### config.mk
export PLATFORM = sky130hd
export DESIGN_NAME = pitch_snap_ratio_unit
export DESIGN_NICKNAME = d
export VERILOG_FILES = /design/src/rtl/psr_pkg.sv /design/src/rtl/psr_div.sv /design/src/rtl/pitch_snap_ratio_unit.sv
export SDC_FILE = /design/constraint.sdc
export NUM_CORES = 2
export LEC_CHECK = 0
export BUFFER_PORTS_ARGS = -buffer_cell sky130_fd_sc_hd__buf_4
export CAP_MARGIN = 20
export CORE_ASPECT_RATIO = 0.75
export CORE_MARGIN = 2
export CORE_UTILIZATION = 65
export DETAILED_ROUTE_END_ITERATION = 10
export PLACE_DENSITY = 0.86
export SLEW_MARGIN = 10
export SYNTH_ARGS = -nofsm -noshare
export SYNTH_HDL_FRONTEND = slang
export SYNTH_SLANG_ARGS = --single-unit
### constraint.sdc
create_clock -name clk_i -period 17.21 [get_ports clk_i]
set_clock_uncertainty 0.2 [all_clocks]
set_input_delay 2.5815 -clock clk_i [delete_from_list [all_inputs] [get_ports clk_i]]
set_output_delay 2.5815 -clock clk_i [all_outputs]
set_load 0.01 [all_outputs]
### src/rtl/psr_pkg.sv
// Package for the pitch snap ratio unit: item structs, register indexes,
// note and sine tables. Used by psr_div and pitch_snap_ratio_unit.
package psr_pkg;

  localparam int NoteCount   = 120;
  localparam int SineEntries = 256;
  localparam int SineBits    = $clog2(SineEntries);

  // Divider widths: numerator is (31-bit value << 14) plus half the divisor.
  localparam int NumW  = 46;
  localparam int DenW  = 30;
  localparam int QuotW = 17;
  localparam int CntW  = $clog2(NumW + 1);

  localparam logic [2:0] RegSnapMode     = 3'd0;
  localparam logic [2:0] RegScaleMask    = 3'd1;
  localparam logic [2:0] RegAttackBlocks = 3'd2;
  localparam logic [2:0] RegVibPhaseStep = 3'd3;
  localparam logic [2:0] RegVibDepth     = 3'd4;

  typedef struct packed {
    logic [21:0] detected_freq;
    logic [21:0] target_freq;
    logic [12:0] frames;
  } in_item_t;

  typedef struct packed {
    logic [15:0] shift_ratio;
    logic [22:0] shifted_freq;
    logic [6:0]  snapped_note;
  } out_item_t;

  // Octave zero of the note table, Q.16 Hz.
  localparam logic [19:0] Oct0Q16 [12] = '{
    20'd535757, 20'd567615, 20'd601367, 20'd637126, 20'd675011, 20'd715150,
    20'd757675, 20'd802728, 20'd850461, 20'd901032, 20'd954610, 20'd1011374
  };

  typedef logic signed [15:0] sine_tab_t [SineEntries];

  // Quarter-wave polynomial sine, Q1.14, evaluated at elaboration only.
  function automatic sine_tab_t build_sine();
    sine_tab_t   tab;
    logic [31:0] turn;
    logic [63:0] x;
    logic [63:0] x2;
    logic [63:0] t;
    for (int j = 0; j < SineEntries; j++) begin
      turn = 32'((64'(j) << 32) / SineEntries);
      x    = 64'(turn[29:14]);
      if (turn[30]) begin
        x = 64'd65536 - x;
      end
      x2 = (x * x) >> 16;
      t  = 64'd5223 - ((x2 * 64'd307) >> 16);
      t  = 64'd42334 - ((x2 * t) >> 16);
      t  = 64'd102944 - ((x2 * t) >> 16);
      t  = (x * t) >> 16;
      t  = (t + 64'd2) >> 2;
      if (t > 64'd16384) begin
        t = 64'd16384;
      end
      tab[j] = turn[31] ? -$signed(16'(t)) : $signed(16'(t));
    end
    return tab;
  endfunction

  localparam sine_tab_t SineTab = build_sine();

endpackage

### src/rtl/psr_div.sv
// Bit-serial restoring divider, one quotient bit per cycle.
// Depends on psr_pkg for its widths.
module psr_div (
  input  logic                      clk_i,
  input  logic                      rst_ni,
  input  logic                      start_i,
  input  logic [psr_pkg::NumW-1:0]  num_i,
  input  logic [psr_pkg::DenW-1:0]  den_i,
  output logic                      done_o,
  output logic [psr_pkg::QuotW-1:0] quot_o,
  output logic                      ovf_o
);
  import psr_pkg::*;

  logic [NumW-1:0]  num_q;
  logic [DenW-1:0]  den_q;
  logic [DenW-1:0]  rem_q;
  logic [QuotW-1:0] quot_q;
  logic             ovf_q;
  logic [CntW-1:0]  cnt_q;
  logic             done_q;
  logic [DenW:0]    trial;
  logic             ge;

  assign trial = {rem_q, num_q[NumW-1]};
  assign ge    = trial >= {1'b0, den_q};

  always_ff @(posedge clk_i or negedge rst_ni) begin
    if (!rst_ni) begin
      cnt_q  <= '0;
      done_q <= 1'b0;
    end else begin
      done_q <= 1'b0;
      if (start_i) begin
        cnt_q <= CntW'(NumW);
      end else if (cnt_q != '0) begin
        cnt_q <= cnt_q - 1'b1;
        if (cnt_q == CntW'(1)) begin
          done_q <= 1'b1;
        end
      end
    end
  end

  always_ff @(posedge clk_i) begin
    if (start_i) begin
      num_q  <= num_i;
      den_q  <= den_i;
      rem_q  <= '0;
      quot_q <= '0;
      ovf_q  <= 1'b0;
    end else if (cnt_q != '0) begin
      num_q  <= {num_q[NumW-2:0], 1'b0};
      rem_q  <= ge ? DenW'(trial - {1'b0, den_q}) : DenW'(trial);
      quot_q <= {quot_q[QuotW-2:0], ge};
      ovf_q  <= ovf_q | quot_q[QuotW-1];
    end
  end

  assign done_o = done_q;
  assign quot_o = quot_q;
  assign ovf_o  = ovf_q;

endmodule

### src/rtl/pitch_snap_ratio_unit.sv
// Top level of the pitch snap ratio unit: note search, glide, vibrato and
// ratio output. Depends on psr_pkg and psr_div.
//
// One input transfer carries a detected pitch, a target pitch and the block
// length; one output transfer returns the shift ratio, the shifted pitch and
// the note being targeted. Both channels use a valid/ready handshake.
// In snap mode the block walks the note table one note per cycle (up to
// note NoteCount-1), picks the nearer note, runs the bit-serial divider,
// then the vibrato states StVibA to StVibC and the clamping and output
// scaling states StFin and StOut; with no allowed note it skips the
// divider. Target mode skips the walk and vibrato, and an unvoiced pitch
// goes straight to clamping and output.
// One item is processed at a time; a finished result sits in an output
// register, so a new item is taken while the receiver stalls, and only the
// next result waits for that register to empty.
// Reset clears the note, glide count and vibrato phase and loads the
// register defaults. The user must write registers over the APB port only
// while the block is idle; the block itself does not enforce this.
module pitch_snap_ratio_unit (
  input  logic               clk_i,
  input  logic               rst_ni,
  input  logic               in_valid_i,
  output logic               in_ready_o,
  input  psr_pkg::in_item_t  in_data_i,
  output logic               out_valid_o,
  input  logic               out_ready_i,
  output psr_pkg::out_item_t out_data_o,
  input  logic               psel,
  input  logic               penable,
  input  logic               pwrite,
  input  logic [4:0]         paddr,
  input  logic [31:0]        pwdata,
  output logic [31:0]        prdata,
  output logic               pready
);
  import psr_pkg::*;

  typedef enum logic [11:0] {
    StIdle   = 12'b000000000001,
    StSearch = 12'b000000000010,
    StDecide = 12'b000000000100,
    StPrep1  = 12'b000000001000,
    StPrep2  = 12'b000000010000,
    StPrep3  = 12'b000000100000,
    StDiv    = 12'b000001000000,
    StVibA   = 12'b000010000000,
    StVibB   = 12'b000100000000,
    StVibC   = 12'b001000000000,
    StFin    = 12'b010000000000,
    StOut    = 12'b100000000000
  } state_e;

  state_e state_q;

  // Configuration registers.
  logic        snap_q;
  logic [11:0] mask_q;
  logic [7:0]  attack_q;
  logic [23:0] step_q;
  logic [10:0] depth_q;

  // Persistent state.
  logic [6:0]  cur_note_q;
  logic [7:0]  glide_q;
  logic [31:0] phase_q;

  // Item working registers.
  logic [21:0] f_q;
  logic [12:0] frames_q;
  logic [6:0]  i_q;
  logic [3:0]  pc_q;
  logic [3:0]  oct_q;
  logic [21:0] lo_q, hi_q, n_q;
  logic [6:0]  lo_i_q, hi_i_q;
  logic        lo_v_q, hi_v_q;
  logic [7:0]  e_q;
  logic        gliding_q;
  logic [30:0] num_q;
  logic [DenW-1:0]  den_q;
  logic [QuotW-1:0] base_q;
  logic             base_ovf_q;
  logic signed [15:0] sine_q;
  logic signed [13:0] vib_q;
  logic [15:0] ratio_q;
  logic        out_valid_q;
  out_item_t   out_q;

  logic wr_en;
  logic accept;
  logic [29:0] note_shift;
  logic [21:0] note_f;
  logic        note_ok;
  logic        last_note;
  logic signed [22:0] d_hi, d_lo;
  logic        pick_lo;
  logic [21:0] pick_f;
  logic [6:0]  pick_i;
  logic [7:0]  e_new;
  logic [NumW-1:0]  div_num;
  logic             div_start, div_done, div_ovf;
  logic [QuotW-1:0] div_quot;
  logic signed [27:0] prod;
  logic signed [18:0] total;
  logic [38:0] sf_full;
  logic        out_free;

  // Configuration port.
  assign pready = 1'b1;
  assign wr_en  = psel & penable & pwrite;

  always_ff @(posedge clk_i or negedge rst_ni) begin
    if (!rst_ni) begin
      snap_q   <= 1'b0;
      mask_q   <= 12'd2741;
      attack_q <= 8'd0;
      step_q   <= 24'd389567;
      depth_q  <= 11'd0;
    end else if (wr_en) begin
      unique case (paddr[4:2])
        RegSnapMode:     snap_q   <= pwdata[0];
        RegScaleMask:    mask_q   <= pwdata[11:0];
        RegAttackBlocks: attack_q <= pwdata[7:0];
        RegVibPhaseStep: step_q   <= pwdata[23:0];
        RegVibDepth:     depth_q  <= pwdata[10:0];
        default: ;
      endcase
    end
  end

  always_comb begin
    unique case (paddr[4:2])
      RegSnapMode:     prdata = {31'd0, snap_q};
      RegScaleMask:    prdata = {20'd0, mask_q};
      RegAttackBlocks: prdata = {24'd0, attack_q};
      RegVibPhaseStep: prdata = {8'd0, step_q};
      RegVibDepth:     prdata = {21'd0, depth_q};
      default:         prdata = 32'd0;
    endcase
  end

  // Handshake.
  assign in_ready_o  = (state_q == StIdle);
  assign accept      = in_valid_i & in_ready_o;
  assign out_valid_o = out_valid_q;
  assign out_data_o  = out_q;
  assign out_free    = !out_valid_q || out_ready_i;

  // Frequency of the note under the search pointer, rounded to Q.8.
  assign note_shift = 30'(Oct0Q16[pc_q]) << oct_q;
  assign note_f     = 22'((note_shift + 30'd128) >> 8);
  assign note_ok    = mask_q[pc_q];
  assign last_note  = (i_q == 7'(NoteCount - 1));

  // The lower note wins only when it is strictly nearer.
  assign d_hi    = $signed({1'b0, hi_q}) - $signed({1'b0, f_q});
  assign d_lo    = $signed({1'b0, f_q}) - $signed({1'b0, lo_q});
  assign pick_lo = lo_v_q && (d_hi > d_lo);
  assign pick_f  = pick_lo ? lo_q : hi_q;
  assign pick_i  = pick_lo ? lo_i_q : hi_i_q;
  assign e_new   = (pick_i != cur_note_q) ? 8'd0 : glide_q;

  assign div_start = (state_q == StPrep3);
  assign div_num   = {1'b0, num_q, 14'd0} + NumW'(den_q >> 1);

  psr_div u_div (
    .clk_i   (clk_i),
    .rst_ni  (rst_ni),
    .start_i (div_start),
    .num_i   (div_num),
    .den_i   (den_q),
    .done_o  (div_done),
    .quot_o  (div_quot),
    .ovf_o   (div_ovf)
  );

  assign prod  = sine_q * $signed({1'b0, depth_q});
  assign total = $signed({2'b00, (base_ovf_q ? {QuotW{1'b1}} : base_q)}) + vib_q;
  assign sf_full = 39'(f_q) * 39'(ratio_q) + 39'd8192;

  // Control state.
  always_ff @(posedge clk_i or negedge rst_ni) begin
    if (!rst_ni) begin
      state_q     <= StIdle;
      cur_note_q  <= '0;
      glide_q     <= '0;
      phase_q     <= '0;
      out_valid_q <= 1'b0;
    end else begin
      // A result is loaded whenever the output register is free; otherwise
      // a transfer on the output side empties it.
      if (state_q == StOut && out_free) begin
        out_valid_q <= 1'b1;
      end else if (out_ready_i) begin
        out_valid_q <= 1'b0;
      end
      unique case (state_q)
        StIdle: begin
          if (accept) begin
            if (snap_q && in_data_i.detected_freq != '0) begin
              state_q <= StSearch;
            end else if (!snap_q && in_data_i.detected_freq != '0 &&
                         in_data_i.target_freq != '0) begin
              state_q <= StPrep3;
            end else begin
              state_q <= StFin;
            end
          end
        end
        StSearch: begin
          if ((note_ok && note_f > f_q) || last_note) begin
            state_q <= StDecide;
          end
        end
        StDecide: begin
          if (hi_v_q) begin
            cur_note_q <= pick_i;
            glide_q    <= (e_new == 8'd255) ? 8'd255 : e_new + 8'd1;
            state_q    <= StPrep1;
          end else begin
            state_q <= StVibA;
          end
        end
        StPrep1: state_q <= StPrep2;
        StPrep2: state_q <= StPrep3;
        StPrep3: state_q <= StDiv;
        StDiv: begin
          if (div_done) begin
            state_q <= snap_q ? StVibA : StFin;
          end
        end
        StVibA: begin
          phase_q <= phase_q + 32'(step_q) * 32'(frames_q);
          state_q <= StVibB;
        end
        StVibB: state_q <= StVibC;
        StVibC: state_q <= StFin;
        StFin:  state_q <= StOut;
        StOut: begin
          if (out_free) begin
            state_q <= StIdle;
          end
        end
        default: state_q <= StIdle;
      endcase
    end
  end

  // Datapath registers.
  always_ff @(posedge clk_i) begin
    unique case (state_q)
      StIdle: begin
        f_q        <= in_data_i.detected_freq;
        frames_q   <= in_data_i.frames;
        i_q        <= 7'd1;
        pc_q       <= 4'd1;
        oct_q      <= 4'd0;
        lo_v_q     <= 1'b0;
        hi_v_q     <= 1'b0;
        lo_q       <= '0;
        hi_q       <= '0;
        lo_i_q     <= '0;
        hi_i_q     <= '0;
        vib_q      <= '0;
        base_q     <= QuotW'(16384);
        base_ovf_q <= 1'b0;
        num_q      <= 31'(in_data_i.target_freq);
        den_q      <= DenW'(in_data_i.detected_freq);
      end
      StSearch: begin
        if (note_ok) begin
          lo_q   <= hi_q;
          lo_i_q <= hi_i_q;
          lo_v_q <= hi_v_q;
          hi_q   <= note_f;
          hi_i_q <= i_q;
          hi_v_q <= 1'b1;
        end
        i_q <= i_q + 7'd1;
        if (pc_q == 4'd11) begin
          pc_q  <= 4'd0;
          oct_q <= oct_q + 4'd1;
        end else begin
          pc_q <= pc_q + 4'd1;
        end
      end
      StDecide: begin
        n_q       <= pick_f;
        e_q       <= e_new;
        gliding_q <= attack_q > e_new;
      end
      StPrep1: begin
        if (gliding_q) begin
          num_q <= 31'(f_q) * 31'(attack_q - e_q);
          den_q <= DenW'(f_q) * DenW'(attack_q);
        end else begin
          num_q <= 31'(n_q);
          den_q <= DenW'(f_q);
        end
      end
      StPrep2: begin
        if (gliding_q) begin
          num_q <= num_q + 31'(n_q) * 31'(e_q);
        end
      end
      StDiv: begin
        if (div_done) begin
          base_q     <= div_quot;
          base_ovf_q <= div_ovf;
        end
      end
      StVibB: sine_q <= SineTab[phase_q[31 -: SineBits]];
      StVibC: vib_q  <= 14'((prod + 28'sd8192) >>> 14);
      StFin: begin
        if (total > 19'sd32768) begin
          ratio_q <= 16'd32768;
        end else if (total < 19'sd8192) begin
          ratio_q <= 16'd8192;
        end else begin
          ratio_q <= 16'(total);
        end
      end
      StOut: begin
        if (out_free) begin
          out_q.shift_ratio  <= ratio_q;
          out_q.shifted_freq <= (sf_full[38:14] > 25'h7FFFFF) ? 23'h7FFFFF
                                                               : sf_full[36:14];
          out_q.snapped_note <= cur_note_q;
        end
      end
      default: ;
    endcase
  end

endmodule

==> impl_results.md <==
* Ports at 182
* Max_cap viols at 0
* Post-route non-filler standard cell count at approximately 10,000
* Asr flop ratio synth at 22.04%
* Final Setup Violations at 0
* Crit-path slowest cell: dfrtp_1
* Crit path required time at approximately 17,000 ps
* CTS Buf Count at between 60 and 70
* Hold Crit Class: reg2reg
* Post-route cell area at approximately 84,000 sq um
* Post-Route WL at roughly 230,000 um
* FP Rows at 110
* Fillcell total at around 9,000
* Min-delay src: den_q[0]
* Min Hold Slack at 227.0 ps
* Sequential share of the synthesized area at 19.85%
* Core area at 120,300 sq um
* Synth top area cells: fa_1 28%, edfxtp_1 15%, ha_1 10%
* Global-route wire length before repair at 366,100 um
* Post-route ant nets at 0
* Fin. Hold Viols at 0
* Max incr delay on CP at just over 800 ps
* Outcome: finished, final reports clean
* Most used cell, CP: fa_1
* Slew headroom at a little over a fifth
* CTS tree: done
* Clock transition at path regs at roughly 60 ps
* DRC Markers at 0
* #FFs+latches synth at about 560
* Placed Cells at approximately 10,000
* RD Place Congestion at about 1.0
* Initial antenna violation count at 9
* Final min period at around 10,000 ps
* R2R Path Start: attack_q[0]
* Worst Tran Pin Value at 1171 ps
* Post_cts resized at 0
* Syn Inst Count at between 8,000 and 9,000
* Post-CTS Setup Repair Bufs at 0
* Post-detail-place hpwl at between 150,000 and 200,000 um
* Clock root buffer: clkbuf_16
* Avg Vias per Cell at ~6.3
* Crit path arrival time at approximately 10,000 ps
* Layout cells sized above 1 at between 7 and 8%
* Hold_buf cts at 0
* Total number of vias at ~64,000
* Ys flop type: edfxtp_1
* Pre-antenna DRT Iters at 9
* Number of global-route vias before repair at 66,563
* Synth top area share at 28.09%
* I/O Buffers at approximately 160
* Synth unique cells at 113
* Die X at a little over 400 um
* Max FO, Critical Path at 17
* Final net count at ~10,000
* Top-count cell post-synth: inv_1
* Tcrit/Tclk final at between 50% and 60%
* DRT iter0 DRCs at between 7,000 and 8,000
* Worst Setup Path Type: reg2reg
* Die Area at 124,400 sq um
* GRT Residual Overflow at 0
* Synthesis Warnings at 0
* Global-route usage over all layers at 38.12%
* Area grow syn2layout at 5.983%
* Setup crit end kind: flip-flop
* Slew Viols, Final at 0
* Number of synthesized flops with an enable pin at 387
* Post-DP Area at slightly above 80,000 sq um
* Critical Path Start: attack_q[0]
* Crit path launch type: flip-flop
* Total clock sinks at 558
* Max Clk Rate at ~100 MHz
* Starting Density at about two thirds
* Mapped Area at roughly 79,000 sq um
* Avg Cell Area, Syn at a little over 9 sq um
* H-tree Lvls at 3
* RSZ-0062 raised after global routing: false
* CTS max path bufs at 3
* Fin Setup TNS at 0 ps
* Die Ht at just over 300 um
* Cell taking the most area after synthesis: fa_1
* Pin count of the biggest net entering global routing at 77
* WL per Instance at around 23 um
* Commonest cells post-synth: 1,355 x inv_1, 1,219 x nand2_1, 1,109 x fa_1, 666 x and2_1, 641 x ha_1
* Later-pin clock latency in the skew report at about 690 ps
## per-stage QoR
step	utilization, %	setup WS (ps)
detailed placement	67.69	7453
global route	69.62	6759
floorplan	-	9479
finish	69.63	7208
global placement	67.69	7672
CTS	69.60	7461
## state kept, by name (all words and copies together), names as in the netlist, 22 cells and up
name and count:
phase_q 32, den_q 30, u_div.den_q 30, u_div.rem_q 30, step_q 24, u_div.num_q 46, out_data_o 46, n_q 22
lo_q 22, num_q 31, hi_q 22, f_q 22
## placed cells by master, fill, tap and decap left out, types with 29 or more instances in the layout
| cell type | n |
|---|---|
| nand2b_1 | 64 |
| a21oi_1 | 334 |
| a22oi_1 | 29 |
| nor3_1 | 72 |
| or2_2 | 37 |
| o21a_1 | 52 |
| nor2_1 | 315 |
| dfrtp_1 | 97 |
| a211oi_1 | 62 |
| a31oi_1 | 46 |
| mux2i_1 | 86 |
| nor2b_1 | 50 |
| dfxtp_1 | 48 |
| nand2_1 | 1217 |
| clkbuf_16 | 71 |
| o21ai_0 | 328 |
| and3_1 | 45 |
| xor2_1 | 115 |
| a21o_1 | 93 |
| xnor2_1 | 164 |
| buf_4 | 273 |
| o22ai_1 | 36 |
| nand4_1 | 30 |
| mux2_2 | 93 |
| fa_1 | 1109 |
| and2_1 | 666 |
| edfxtp_1 | 387 |
| nand3_1 | 99 |
| inv_1 | 1354 |
| ha_1 | 641 |
| o211ai_1 | 48 |
## layout make-up
cell class	instances	area [sq um]	area share, %
flip-flops and latches	558	15700	18.74
diodes	5	12.51	0.01494
repair buffers	275	2072	2.474
clock buffers	90	1908	2.278
clock inverters	32	389.1	0.4646
multi-input cells	6236	56530	67.49
well taps	1624	2032	2.426
inverters	1364	5120	6.113
## critical path, delay by kind of cell, from the launching register on
kind                     cells  cell delay (ps)
AO/OA/AOI/OAI               16             3480
adder cells (fa/ha/maj)      8             3360
buffers and inverters        6             1490
flip-flops                   1              830
AND/OR/NAND/NOR              1              230
XOR/XNOR                     1              160
## metal layers
layer  up-vias  part of all wire, %  GRT usage [%]
met5         -                0.037              0
met4        12                  4.9          17.13
met3       830                   14          12.46
met2      4072                   43          56.55
met1     31365                   37          51.13
li1      27528                    -              -
## cell families (layout without fill, tap and decap cells)
group	after synthesis	after routing	synth area share (%)
xor+xnor	280	280	3.113
other cells	2	14	0.009503
mux	203	203	3.084
buf+inv	1819	1761	8.785
flops	558	558	19.85
compound gates	1264	1264	10.18
simple gates	2730	2730	16.73
fa+ha+maj	1750	1750	38.24
## final timing paths
path                             endpoint  slack, ps  depth (start not counted)
setup reg to reg                num_q[30]       7210                         32
hold / removal             u_div.den_q[0]        230                          0
hold reg to reg            u_div.den_q[0]        230                          0
setup / recovery                num_q[30]       7210                         32
min in group asynchronous      glide_q[0]       1690                          1
max in group asynchronous     attack_q[0]      13650                          2
Power is left out: the tool's default activity adds up to more than one toggle a clock period on the data nets, which glitch-free logic cannot reach.
